$ cat src/rtl/b58enc_pkg.sv
// Shared types, constants and the alphabet lookup for the base58 encoder.
// No dependencies; imported by base58_encoder_top and tb_top.
package b58enc_pkg;

   localparam int MAX_BYTES_DEF   = 32;
   localparam int DIGIT_DEPTH_DEF = 44;

   localparam int BYTE_W  = 8;
   localparam int DIGIT_W = 6;
   localparam int CHAR_W  = 7;
   localparam int CARRY_W = 8;
   localparam int VAL_W   = DIGIT_W + BYTE_W;

   localparam logic [VAL_W-1:0] BASE = VAL_W'(58);

   // floor(2^20 / 58); estimate is exact or one low over the whole value range
   localparam int                 RECIP_SHIFT = 20;
   localparam int                 RECIP_W     = 15;
   localparam logic [RECIP_W-1:0] RECIP_58    = RECIP_W'(18078);
   localparam int                 PROD_W      = VAL_W + RECIP_W;

   localparam logic [CHAR_W-1:0] CHAR_ONE = CHAR_W'(49);

   typedef enum logic [2:0] {
      ST_IDLE,
      ST_READ,
      ST_MUL,
      ST_FIX,
      ST_EMIT_ZERO,
      ST_EMIT_RD,
      ST_EMIT_PUT
   } state_type;

   function automatic logic [CHAR_W-1:0] b58_char(input logic [DIGIT_W-1:0] d);
      logic [CHAR_W-1:0] dx;
      dx = CHAR_W'(d);
      if (d < DIGIT_W'(9))       return CHAR_W'(49) + dx;               // 1..9
      else if (d < DIGIT_W'(17)) return CHAR_W'(65) + dx - CHAR_W'(9);  // A..H
      else if (d < DIGIT_W'(22)) return CHAR_W'(74) + dx - CHAR_W'(17); // J..N
      else if (d < DIGIT_W'(33)) return CHAR_W'(80) + dx - CHAR_W'(22); // P..Z
      else if (d < DIGIT_W'(44)) return CHAR_W'(97) + dx - CHAR_W'(33); // a..k
      else if (d < DIGIT_W'(58)) return CHAR_W'(109) + dx - CHAR_W'(44); // m..z
      else                       return CHAR_ONE;
   endfunction

endpackage

$ cat src/rtl/b58enc_ram.sv
// Generic single-write, single-read RAM with registered read data.
// No dependencies.
module b58enc_ram #(
   parameter int WIDTH = 8,
   parameter int DEPTH = 16
) (
   input  logic                     clock,
   input  logic                     wr_en,
   input  logic [$clog2(DEPTH)-1:0] wr_addr,
   input  logic [WIDTH-1:0]         wr_data,
   input  logic                     rd_en,
   input  logic [$clog2(DEPTH)-1:0] rd_addr,
   output logic [WIDTH-1:0]         rd_data
);

   logic [WIDTH-1:0] mem_ff [DEPTH];
   logic [WIDTH-1:0] rd_data_ff;

   always_ff @(posedge clock) begin
      if (wr_en) begin
         mem_ff[wr_addr] <= wr_data;
      end
      if (rd_en) begin
         rd_data_ff <= mem_ff[rd_addr];
      end
   end

   assign rd_data = rd_data_ff;

endmodule

$ cat src/rtl/base58_encoder_top.sv
// Base58 (Bitcoin alphabet) encoder: byte stream in, ASCII character stream out.
// Depends on b58enc_pkg and b58enc_ram (digit store).
// Input: each byte is folded into the stored digits one digit at a time (ST_READ, ST_MUL,
// ST_FIX; appended digits skip ST_READ), bounded by the one shared divide-by-58 unit.
// Output: each leading '1' goes out directly; each digit is first read from the digit store.
// Synchronous active-high reset clears all control state; the digit store is not cleared.
module base58_encoder_top #(
   parameter int MAX_BYTES   = b58enc_pkg::MAX_BYTES_DEF,
   parameter int DIGIT_DEPTH = b58enc_pkg::DIGIT_DEPTH_DEF
) (
   input  logic       clock,
   input  logic       reset,
   input  logic       req_tvalid,
   output logic       req_tready,
   input  logic [7:0] req_tdata,   // [7:0] data_byte
   input  logic       req_tlast,   // last_byte
   output logic       rsp_tvalid,
   input  logic       rsp_tready,
   output logic [7:0] rsp_tdata,   // [6:0] char_code, [7] zero
   output logic       rsp_tlast,   // last_char
   output logic       rsp_tuser    // [0] overflow
);

   import b58enc_pkg::*;

   localparam int CNT_W   = $clog2(DIGIT_DEPTH + 1);
   localparam int IDX_W   = $clog2(DIGIT_DEPTH);
   localparam int BYTES_W = $clog2(MAX_BYTES + 1);

   state_type            state_ff, state_in;
   logic [CNT_W-1:0]     count_ff, count_in;
   logic [BYTES_W-1:0]   zp_ff, zp_in;
   logic                 prefix_ff, prefix_in;
   logic [BYTES_W-1:0]   bytes_ff, bytes_in;
   logic                 ovf_ff, ovf_in;
   logic                 last_ff, last_in;
   logic [CNT_W-1:0]     k_ff, k_in;
   logic [CARRY_W-1:0]   carry_ff, carry_in;
   logic [VAL_W-1:0]     v_ff, v_in;
   logic [CARRY_W-1:0]   q_ff, q_in;
   logic                 out_valid_ff, out_valid_in;
   logic [CHAR_W-1:0]    out_char_ff, out_char_in;
   logic                 out_last_ff, out_last_in;
   logic                 out_ovf_ff, out_ovf_in;

   logic                 wr_en, rd_en;
   logic [IDX_W-1:0]     rd_addr;
   logic [DIGIT_W-1:0]   wr_data, rd_data;

   logic [DIGIT_W-1:0]   digit;
   logic [PROD_W-1:0]    prod;
   logic [VAL_W-1:0]     rem;
   logic [CARRY_W-1:0]   q_fix;
   logic [CNT_W-1:0]     k_next;
   logic                 slot;
   state_type            end_state;

   b58enc_ram #(
      .WIDTH (DIGIT_W),
      .DEPTH (DIGIT_DEPTH)
   ) u_digits (
      .clock   (clock),
      .wr_en   (wr_en),
      .wr_addr (k_ff[IDX_W-1:0]),
      .wr_data (wr_data),
      .rd_en   (rd_en),
      .rd_addr (rd_addr),
      .rd_data (rd_data)
   );

   always_ff @(posedge clock) begin
      if (reset) begin
         state_ff     <= ST_IDLE;
         count_ff     <= '0;
         zp_ff        <= '0;
         prefix_ff    <= 1'b1;
         bytes_ff     <= '0;
         ovf_ff       <= 1'b0;
         last_ff      <= 1'b0;
         out_valid_ff <= 1'b0;
      end else begin
         state_ff     <= state_in;
         count_ff     <= count_in;
         zp_ff        <= zp_in;
         prefix_ff    <= prefix_in;
         bytes_ff     <= bytes_in;
         ovf_ff       <= ovf_in;
         last_ff      <= last_in;
         out_valid_ff <= out_valid_in;
      end
   end

   always_ff @(posedge clock) begin
      k_ff        <= k_in;
      carry_ff    <= carry_in;
      v_ff        <= v_in;
      q_ff        <= q_in;
      out_char_ff <= out_char_in;
      out_last_ff <= out_last_in;
      out_ovf_ff  <= out_ovf_in;
   end

   always_comb begin
      state_in     = state_ff;
      count_in     = count_ff;
      zp_in        = zp_ff;
      prefix_in    = prefix_ff;
      bytes_in     = bytes_ff;
      ovf_in       = ovf_ff;
      last_in      = last_ff;
      k_in         = k_ff;
      carry_in     = carry_ff;
      v_in         = v_ff;
      q_in         = q_ff;
      out_valid_in = out_valid_ff && !rsp_tready;
      out_char_in  = out_char_ff;
      out_last_in  = out_last_ff;
      out_ovf_in   = out_ovf_ff;
      wr_en        = 1'b0;
      rd_en        = 1'b0;
      rd_addr      = k_ff[IDX_W-1:0];
      slot         = !out_valid_ff || rsp_tready;
      end_state    = last_ff ? ST_EMIT_ZERO : ST_IDLE;

      // divide-by-58 unit: reciprocal estimate, then one correction step
      digit   = (k_ff < count_ff) ? rd_data : '0;
      prod    = PROD_W'({digit, 8'b0} + VAL_W'(carry_ff)) * PROD_W'(RECIP_58);
      rem     = v_ff - VAL_W'(q_ff) * BASE;
      q_fix   = q_ff;
      if (rem >= BASE) begin
         rem   = rem - BASE;
         q_fix = q_ff + CARRY_W'(1);
      end
      wr_data = rem[DIGIT_W-1:0];
      k_next  = k_ff + CNT_W'(1);

      unique case (state_ff)
         ST_IDLE: begin
            if (req_tvalid) begin
               last_in   = req_tlast;
               end_state = req_tlast ? ST_EMIT_ZERO : ST_IDLE;
               state_in  = end_state;
               if (bytes_ff < BYTES_W'(MAX_BYTES)) begin
                  bytes_in = bytes_ff + BYTES_W'(1);
                  if (prefix_ff && req_tdata == 8'd0) begin
                     zp_in = zp_ff + BYTES_W'(1);
                  end else begin
                     prefix_in = 1'b0;
                     carry_in  = req_tdata;
                     k_in      = '0;
                     if (count_ff != '0) begin
                        state_in = ST_READ;
                     end else if (req_tdata != 8'd0) begin
                        state_in = ST_MUL;
                     end
                  end
               end else begin
                  ovf_in = 1'b1;
               end
            end
         end
         ST_READ: begin
            rd_en    = 1'b1;
            state_in = ST_MUL;
         end
         ST_MUL: begin
            v_in     = {digit, 8'b0} + VAL_W'(carry_ff);
            q_in     = prod[RECIP_SHIFT +: CARRY_W];
            state_in = ST_FIX;
         end
         ST_FIX: begin
            wr_en    = 1'b1;
            carry_in = q_fix;
            k_in     = k_next;
            if (k_ff >= count_ff) begin
               count_in = count_ff + CNT_W'(1);
            end
            if (k_next < count_ff) begin
               state_in = ST_READ;
            end else if (q_fix != '0 && count_in < CNT_W'(DIGIT_DEPTH)) begin
               state_in = ST_MUL;
            end else begin
               state_in = end_state;
            end
         end
         ST_EMIT_ZERO: begin
            if (zp_ff == '0) begin
               if (count_ff != '0) begin
                  k_in     = count_ff - CNT_W'(1);
                  state_in = ST_EMIT_RD;
               end else begin
                  state_in = ST_IDLE;
               end
            end else if (slot) begin
               out_valid_in = 1'b1;
               out_char_in  = CHAR_ONE;
               out_last_in  = (zp_ff == BYTES_W'(1)) && (count_ff == '0);
               out_ovf_in   = ovf_ff;
               zp_in        = zp_ff - BYTES_W'(1);
            end
         end
         ST_EMIT_RD: begin
            rd_en    = 1'b1;
            state_in = ST_EMIT_PUT;
         end
         ST_EMIT_PUT: begin
            if (slot) begin
               out_valid_in = 1'b1;
               out_char_in  = b58_char(rd_data);
               out_last_in  = (k_ff == '0);
               out_ovf_in   = ovf_ff;
               if (k_ff == '0) begin
                  state_in = ST_IDLE;
               end else begin
                  k_in     = k_ff - CNT_W'(1);
                  state_in = ST_EMIT_RD;
               end
            end
         end
         default: state_in = ST_IDLE;
      endcase

      // message done: back to the empty state
      if ((state_ff == ST_EMIT_ZERO || state_ff == ST_EMIT_PUT) && state_in == ST_IDLE) begin
         count_in  = '0;
         zp_in     = '0;
         prefix_in = 1'b1;
         bytes_in  = '0;
         ovf_in    = 1'b0;
         last_in   = 1'b0;
      end
   end

   assign req_tready = (state_ff == ST_IDLE);
   assign rsp_tvalid = out_valid_ff;
   assign rsp_tdata  = {1'b0, out_char_ff};
   assign rsp_tlast  = out_last_ff;
   assign rsp_tuser  = out_ovf_ff;

endmodule

$ cat config.mk
export PLATFORM = sky130hd
export DESIGN_NAME = base58_encoder_top
export DESIGN_NICKNAME = d
export VERILOG_FILES = /design/src/rtl/b58enc_pkg.sv /design/src/rtl/b58enc_ram.sv /design/src/rtl/base58_encoder_top.sv
export SDC_FILE = /design/constraint.sdc
export NUM_CORES = 1
export LEC_CHECK = 0
export BUFFER_PORTS_ARGS = -buffer_cell sky130_fd_sc_hd__buf_4
export CORE_AREA = 2 2 225 227
export CTS_BUF_LIST = sky130_fd_sc_hd__clkbuf_16
export CTS_CLUSTER_DIAMETER = 150
export CTS_CLUSTER_SIZE = 12
export DETAILED_ROUTE_END_ITERATION = 16
export DIE_AREA = 0 0 227 229
export GPL_ROUTABILITY_DRIVEN = 0
export HOLD_SLACK_MARGIN = 0.08
export SYNTH_ARGS = -nofsm -noshare
export SYNTH_HDL_FRONTEND = slang
export SYNTH_SLANG_ARGS = --single-unit
$ cat constraint.sdc
create_clock -name clock -period 9.75 [get_ports clock]
set_input_delay 0.4875 -clock clock [delete_from_list [all_inputs] [get_ports clock]]
set_output_delay 0.4875 -clock clock [all_outputs]
set_load 0.05 [all_outputs]
* Yosys cells after proc, flatten, opt, wreduce, memory -nomap -nowiden
Memories as Yosys holds them, arrays and structs flattened. A register that Yosys moved wholly into a read port is not among the register bits.
Index checks and enable logic that the tools add are counted.
** Cells by class
- Mux-type cells :: 61
- Bitwise gates (word level) :: 2
- Order comparisons :: 12
- $add $sub $neg :: 23
- Multipliers :: 2
- Eq/ne operators :: 17
- Reduce and logical (&&, ||, !) cells :: 33
** Operators by type and width (number)
- $mux W6 :: 16
- $mux W7 :: 9
- $mux W3 :: 13
- $add A7 B6 Y7 const A :: 5
- $mux W8 :: 4
- $lt A6 B6 Y1 const B :: 5
- $mul A15 B14 Y27 const B :: 1
- $add A6 B1 Y6 const B :: 4
- $pmux W6 S4 :: 1
- $pmux W3 S7 :: 1
- $logic_not A6 Y1 :: 3
- $sub A6 B1 Y6 const B :: 3
- $ne A2 B2 Y1 const B :: 8
- $pmux W8 S2 :: 1
- $reduce_bool A8 Y1 :: 2
- $add A14 B8 Y15 :: 1
- $add A14 B8 Y14 :: 1
- $ge A14 B6 Y1 const B :: 1
- $pmux W7 S2 :: 1
- $sub A14 B14 Y14 :: 1
- $sub A7 B5 Y7 const B :: 2
- $sub A7 B6 Y7 const B :: 2
- $mul A8 B5 Y13 const B :: 1
- $lt A6 B5 Y1 const B :: 2
- other kinds (30) :: 62
** Storage, ports and cells
- Flip-flop bits (word level) :: 70
- Input bits :: 13
- Output and inout port bits :: 12
- Memories :: 1
- Logic and storage cells :: 166
- RAM bits :: 264
** Memories
- u_digits.mem_ff :: depth 44, width 6, read ports 1, clocked after Yosys merged registers in 1, write ports 1, RTL line b58enc_ram.sv:16 : logic [WIDTH-1:0] mem_ff [DEPTH];

* Logic depth before layout (Yosys ltp)
Gate-level depths: netlist of run 1.
- Word-level depth :: 12
- Depth in mapped cells :: 29
- Gate-level depth less buffers :: 28

* By module
Synthesis of run 1 repeated with hierarchy kept, for this count alone.
** Second synthesis, totals
- Cell total of the unflattened synthesis :: 1577
- Area total of the unflattened synthesis :: 19984.2 um^2
** By module, submodules not included
- b58enc_ram :: area each 10841.6 um^2, cells each 589, instances 1, sequential area each 8107.8 um^2
- base58_encoder_top :: area each 9142.5 um^2, cells each 988, instances 1, sequential area each 1851.8 um^2

* Least setup slack after synthesis of run 1
OpenSTA, ideal clock, no wires.
- Path kind :: reg-to-reg
- Start :: reg q_ff[5]
- End :: mem u_digits.mem_ff[0][1] in the netlist's numbering (data pin)
- Arrival time :: 6377 ps
- Required time :: 9295 ps
- Stages on the path, launching flop included :: 24
- Period minus slack after synthesis :: 6831 ps
- Path buffers :: 2
- Setup time :: 455 ps
- Path slack :: 2919 ps
- Cell sequence :: edfxtp_1 -> inv_1 -> fa_1 -> inv_1 -> ha_1 -> inv_1 -> fa_1 -> inv_1 -> ha_1 -> inv_1 -> nor2_1 -> o41a_1 -> nor2_1 -> xor2_1 -> ha_1 -> or2_2 -> o31ai_1 -> a31oi_1 -> xor2_1 -> a311o_1 -> or4_1 -> buf_6 -> buf_2 -> xnor2_1
** Between the ends
- Longest elaborated chain between the ends :: 4
** Ends and longest elaborated chain
- from (decl) :: RTL line base58_encoder_top.sv:40 : logic [CARRY_W-1:0] q_ff, q_in;
- from (signal assigned) :: RTL line base58_encoder_top.sv:97 : q_ff <= q_in;
- $mul A8 B5 Y13 :: RTL line base58_encoder_top.sv:128 : rem = v_ff - VAL_W'(q_ff) * BASE;
- $sub A14 B14 Y14 :: RTL line base58_encoder_top.sv:128
- $ge A14 B6 Y1 :: RTL line base58_encoder_top.sv:130 : if (rem >= BASE) begin
- $mux W6 :: RTL line base58_encoder_top.sv:130
- via rem[1] :: RTL line base58_encoder_top.sv:52 : logic [VAL_W-1:0] rem;
- to (decl) :: RTL line b58enc_ram.sv:16
The timed path passes the listed nets, and every way through them passes these cells.

* Final worst setup path of run 1
- Start :: reg k_ff[0]
- End :: reg q_ff[7] (data pin)
** Between the ends
- Longest elaborated chain between the ends :: 4
** Ends and longest elaborated chain
- from (decl) :: RTL line base58_encoder_top.sv:37 : logic [CNT_W-1:0] k_ff, k_in;
- from (signal assigned) :: RTL line base58_encoder_top.sv:94 : k_ff <= k_in;
- $lt A6 B6 Y1 :: RTL line base58_encoder_top.sv:126 : digit = (k_ff < count_ff) ? rd_data : '0;
- $mux W6 :: RTL line base58_encoder_top.sv:126
- via digit[2] :: RTL line base58_encoder_top.sv:50 : logic [DIGIT_W-1:0] digit;
- $add A14 B8 Y15 :: RTL line base58_encoder_top.sv:127 : prod = PROD_W'({digit, 8'b0} + VAL_W'(carry_ff)) * PROD_W'(RECIP_58);
- $mul A15 B14 Y27 :: RTL line base58_encoder_top.sv:127
- via prod[27] :: RTL line base58_encoder_top.sv:51 : logic [PROD_W-1:0] prod;
The timed path passes the listed nets, and every way through them passes these cells.
A chain may end at the register's enable or synchronous reset.

==> flow_metrics.env, run 1 <==
export IMPL_status="finished, final reports clean"
export IMPL_cts_tree="yes"
export IMPL_cp_required_ns=10.02
export IMPL_worst_pin_slew_ns=1.03
export IMPL_final_max_slew_viol_count=0
export IMPL_first_pass_iters=5
export IMPL_setup_viol=0
export IMPL_cts_buffer_depth=3
export IMPL_async_flop_share_pct=0
export IMPL_crit_path_max_incr_delay_ns=0.81
export IMPL_fmax_mhz=124
export IMPL_rows=82
export IMPL_rsz0062_at_grt="false"
export IMPL_num_io_pins=25
export IMPL_dieArea_sq_um=52000
export IMPL_synthAdderAreaFrac_pct=19.1
export IMPL_antenna_cells=0
export IMPL_netlist_area_sq_um=19200
export IMPL_vias=12324
export IMPL_path_clk_slew_ns=0.07
export IMPL_period_needed_ns=8.03
export IMPL_wire_per_inst_um=20.2
export IMPL_synth_mux_area_share_pct=1.59
export IMPL_h_tree_depth=2
export IMPL_syn2layout_area_growth_pct=10.1
export IMPL_tns_ns=0
export IMPL_gr_usage_all_layers_pct=17.9
export IMPL_max_slew_margin_rel_pct=30.9
export IMPL_drt_total_wl_um=45800
export IMPL_drt_iter0_drc=956
export IMPL_coreArea_sq_um=49700
export IMPL_synth_seq_cells=340
export IMPL_overflow=0
export IMPL_grt_max_degree=45
export IMPL_synth_edf_count=315
export IMPL_syn_inst=1569
export IMPL_cp_end_kind="flip-flop"
export IMPL_grt_pass1_vias=12612
export IMPL_synth_compound_area_share_pct=11.8
export IMPL_drtAntennaViolNets=0
export IMPL_ys_seq_area_share_pct=51.9
export IMPL_holdBufCountCts=0
export IMPL_initial_core_util_pct=38.6
export IMPL_postCtsSetupBuffers=0
export IMPL_finalClockSkew_ns=0.0155
export IMPL_netlist_top_cells_area="edfxtp_1 (49%), ha_1 (12%), fa_1 (7.4%)"
export IMPL_die_w_um=227
export IMPL_synth_simple_area_share_pct=7.98
export IMPL_utilization_pct=42.5
export IMPL_drc=0
export IMPL_arrival_ns=8.30
export IMPL_synth_common_cells="edfxtp_1 (315), ha_1 (178), inv_1 (177)"
export IMPL_hp_class="in -> reg"
export IMPL_worstPathMaxFanout=19
export IMPL_yosysTopAreaCell="edfxtp_1"
export IMPL_clock_sinks=340
export IMPL_drive_gt1_share_pct=6.71
export IMPL_synthesis_nets=1831
export IMPL_post_synth_xor_area_fraction_pct=2.83
export IMPL_chipHeight_um=229
export IMPL_startpoint_type="flip-flop"
export IMPL_cpMaxStageDelayCell="a211oi_1"
export IMPL_via_per_inst=5.44
export IMPL_layout_nets=1851
export IMPL_post_dp_cell_area_sq_um=20200
export IMPL_cts_root_buf="clkbuf_16"
export IMPL_worstSkewPairLatency_ns=0.53
export IMPL_syn_avg_cell_area_sq_um=12.2
export IMPL_drv_cap=0
export IMPL_numCtsBuffers=34
export IMPL_antenna_found_initial=0
export IMPL_portBuffers=23
export IMPL_grt_pass1_wl_um=72000
export IMPL_ys_warn_count=0
export IMPL_ys_flop_type="edfxtp_1"
export IMPL_cts_resized=0
export IMPL_post_route_cell_area_sq_um=21100
export IMPL_hold_violations=0
export IMPL_dp_hpwl_um=31100
export IMPL_period_share_pct=82.4
export IMPL_yosysMostFrequentCell="edfxtp_1"
export IMPL_yosysUniqueCellTypes=69
export IMPL_synth_top_family_by_area="adder cells"
export IMPL_path_class="reg -> reg"
export IMPL_yosys_area_top_type_share_pct=49.3
## cell type report
class	count	area (sq um)
Tap cell	672	841
Clock inverter	8	63.8
Multi-Input combinational cell	990	8400
Fill cell	4673	28500
Sequential cell	340	9960
Inverter	179	672
Timing Repair Buffer	44	330
Clock buffer	34	851
## layout by cell type (no fill, tap or decap), types with 12 or more instances in the layout
master and n:
nand3_1 34, a22o_1 14, xor2_1 22, dfxtp_1 25, fa_1 71, a221oi_1 15
a21oi_1 57, nor2_1 107, a22oi_1 80, mux2i_1 17, clkbuf_16 34, nand2_1 67
nand2b_1 13, inv_1 182, xnor2_1 36, nor2b_1 12, o21ai_0 61, buf_4 44
ha_1 178, a41oi_1 15, edfxtp_1 315, a31oi_1 22, nor3_1 17
## per-stage QoR
stage | std cells | hold WS (ns) | setup WS (ns)
floorplan | 1569 | 0.409 | 2.92
global placement | 2225 | 0.434 | 1.83
detailed placement | 2225 | 0.419 | 1.69
CTS | 2267 | 0.163 | 1.66
global route | 2267 | 0.170 | 1.11
finish | 2267 | 0.171 | 1.72
## cell families after synthesis
| group | count (synthesis) |
|---|---|
| buffers and inverters | 239 |
| adders and majority gates | 250 |
| muxes | 23 |
| other | 1 |
| AOI/OAI and AO/OA | 333 |
| and+or+nand+nor | 321 |
| DFF | 340 |
| xor gates and xnor gates | 62 |
## state kept, by name, indices dropped and copies added (netlist names)
register / cells
prefix_ff: 1
ovf_ff: 1
rsp_tlast: 1
out_char_ff: 7
k_ff: 6
q_ff: 8
v_ff: 14
bytes_ff: 6
count_ff: 6
zp_ff: 6
rsp_tvalid: 1
state_ff: 3
u_digits.rd_data: 6
last_ff: 1
u_digits.mem_ff: 264
rsp_tuser: 1
carry_ff: 8
## critical path: cells and delay by family (launching register included)
family | cells | cell delay (ns)
adder cells (fa/ha/maj) | 8 | 3.24
buffers and inverters | 4 | 0.81
AO/OA/AOI/OAI | 10 | 2.32
AND/OR/NAND/NOR | 3 | 0.58
XOR/XNOR | 1 | 0.08
flip-flops | 1 | 0.72
## metal layers
layer	GRT usage [%]	wire [um]	vias to the layer above
li1	-	-	5791
met1	25.4	20800	6119
met2	28.9	21600	335
met3	2.32	2280	79
met4	5.19	1200	0
met5	0	0	-
## worst paths after layout
kind | start | endpoint | slack (ns) | depth (start not counted)
worst min register to register | ovf_ff | rsp_tuser | 0.44 | 0
worst max register to register | k_ff[0] | q_ff[7] | 1.72 | 26
worst min-delay path | reset | rsp_tvalid | 0.17 | 2
worst max-delay path | k_ff[0] | q_ff[7] | 1.72 | 26
Power of run 1 is not shown: default switching activity piles up to over one toggle a cycle in this logic, so the estimate is an artifact.
==> run 2: changes to the inputs <==
==> constraint.sdc (replaced) <==
create_clock -name clock -period 7.7 [get_ports clock]
set_input_delay 0.385 -clock clock [delete_from_list [all_inputs] [get_ports clock]]
set_output_delay 0.385 -clock clock [all_outputs]
set_load 0.05 [all_outputs]
==> run 2 against run 1 <==
  * Worst hold slack lost 0.037 ns
  * Critical endpoint unchanged
  * Critical path type unchanged
  * Non-clock buffer count grew 8
  * Clock-buffer cell count is the same
  * Cell count grew 0.53%
  * Setup slack lost 1.1 ns
  * Clock skew grew 0.0030 ns
==> flow_metrics.env, run 2 (synthesized netlist as in run 1, its figures left out) <==
export IMPL_status="finished, final reports clean"
export IMPL_reg_largest_list="u_digits.mem_ff x264, v_ff x14"
export IMPL_drtAntennaViolNets=0
export IMPL_rows=82
export IMPL_finalClockSkew_ns=0.0186
export IMPL_period_needed_ns=7.12
export IMPL_overflow=0
export IMPL_wire_per_inst_um=20.1
export IMPL_die_w_um=227
export IMPL_cts_tree="yes"
export IMPL_cpMaxStageDelayCell="fa_1"
export IMPL_cp_required_ns=7.98
export IMPL_grt_util_met1_pct=25.1
export IMPL_worstPathMaxFanout=6
export IMPL_cts_root_buf="clkbuf_16"
export IMPL_cts_buffer_depth=3
export IMPL_numCtsBuffers=34
export IMPL_num_io_pins=25
export IMPL_drt_total_wl_um=45700
export IMPL_drc=0
export IMPL_dp_hpwl_um=31500
export IMPL_arrival_ns=7.40
export IMPL_startpoint_type="flip-flop"
export IMPL_path_clk_slew_ns=0.06
export IMPL_top_register="u_digits.mem_ff"
export IMPL_tns_ns=0
export IMPL_syn2layout_area_growth_pct=10.5
export IMPL_period_share_pct=92.5
export IMPL_path_class="reg -> reg"
export IMPL_worst_hold_slack_ns=0.134
export IMPL_portBuffers=23
export IMPL_largest_reg_flops=264
export IMPL_initial_core_util_pct=38.6
export IMPL_drive_gt1_share_pct=7.22
export IMPL_busiest_layer="met2"
export IMPL_utilization_pct=42.7
export IMPL_layout_cells_most_common="edfxtp_1"
export IMPL_gr_usage_all_layers_pct=18.1
export IMPL_postCtsSetupBuffers=0
export IMPL_grt_pass1_vias=12765
export IMPL_drv_cap=0
export IMPL_drt_iter0_drc=959
export IMPL_grt_max_degree=45
export IMPL_gr_usage_met3_pct=2.62
export IMPL_hp_class="in -> reg"
export IMPL_rsz0062_at_grt="false"
export IMPL_chipHeight_um=229
export IMPL_coreArea_sq_um=49700
export IMPL_layout_nets=1859
export IMPL_use_met2_pct=29.9
export IMPL_clock_sinks=340
export IMPL_h_tree_depth=2
export IMPL_via_per_inst=5.44
export IMPL_dieArea_sq_um=52000
export IMPL_first_pass_iters=5
export IMPL_fmax_mhz=140
export IMPL_final_cell_mix="edfxtp_1 (315), inv_1 (185), ha_1 (178)"
export IMPL_grt_pass1_wl_um=72500
export IMPL_crit_path_max_incr_delay_ns=0.60
export IMPL_hold_violations=0
export IMPL_worstSkewPairLatency_ns=0.54
export IMPL_setup_viol=0
export IMPL_cp_end_kind="flip-flop"
export IMPL_final_max_slew_viol_count=0
export IMPL_vias=12387
export IMPL_path_common_cell="fa_1"
export IMPL_antenna_found_initial=0
export IMPL_antenna_cells=0
export IMPL_worst_pin_slew_ns=1.15
export IMPL_max_slew_margin_rel_pct=23.3
## run 2: changes by cell type in the layout (fill, tap and decap cells not counted), sizes merged
cell and delta:
buf +7, dlygate4sd3 +1, inv +4
## run 2: final cells by class
| cell class | count | area, sq um |
|---|---|---|
| fillers | 4674 | 28500 |
| flip-flops and latches | 340 | 9960 |
| multi-input cells | 990 | 8400 |
| clock buffers | 34 | 851 |
| well taps | 672 | 841 |
| inverters | 179 | 672 |
| repair buffers | 52 | 393 |
| clock inverters | 12 | 78.8 |
## run 2: metal layers
layer | routed length, um | part of all wire [%]
met1 | 20400 | 45
met2 | 21900 | 48
met3 | 2540 | 5.6
met4 | 830 | 1.8
met5 | 0 | 0
## run 2: worst paths after layout
check             slack, ns   startpoint  cells past startpoint         to
setup / recovery       0.58  count_ff[1]                     26    q_ff[7]
hold / removal         0.13   req_tvalid                      3     ovf_ff
setup reg to reg       0.58  count_ff[1]                     26    q_ff[7]
hold reg to reg        0.46       ovf_ff                      0  rsp_tuser
## run 2: worst max-delay path: cells and delay by family, from the launching register on
family          cells  cell delay (ns)
fa+ha+maj           8             3.42
compound gates     10             1.95
buf+inv             5             0.72
flops               1             0.39
simple gates        2             0.24
xor+xnor            1             0.12
## run 2: metrics by stage
step           std cells  area (sq um)  setup WS, ns
2_1_floorplan       1569         19200         0.869
3_3_place_gp        2232         20300         0.638
3_5_place_dp        2232         20300         0.458
4_1_cts             2279         21200         0.410
5_1_grt             2279         21200        0.0412
6_report            2279         21200         0.580
## run 2: timing repair
item / 4_1_cts / 5_1_grt
endpoints found under the setup margin: 0 / 3
hold endpoints to repair: 1 / 0
resized for setup: 0 / 2
hold buffers: 1 / 0
Power of run 2 is left out for the same reason.
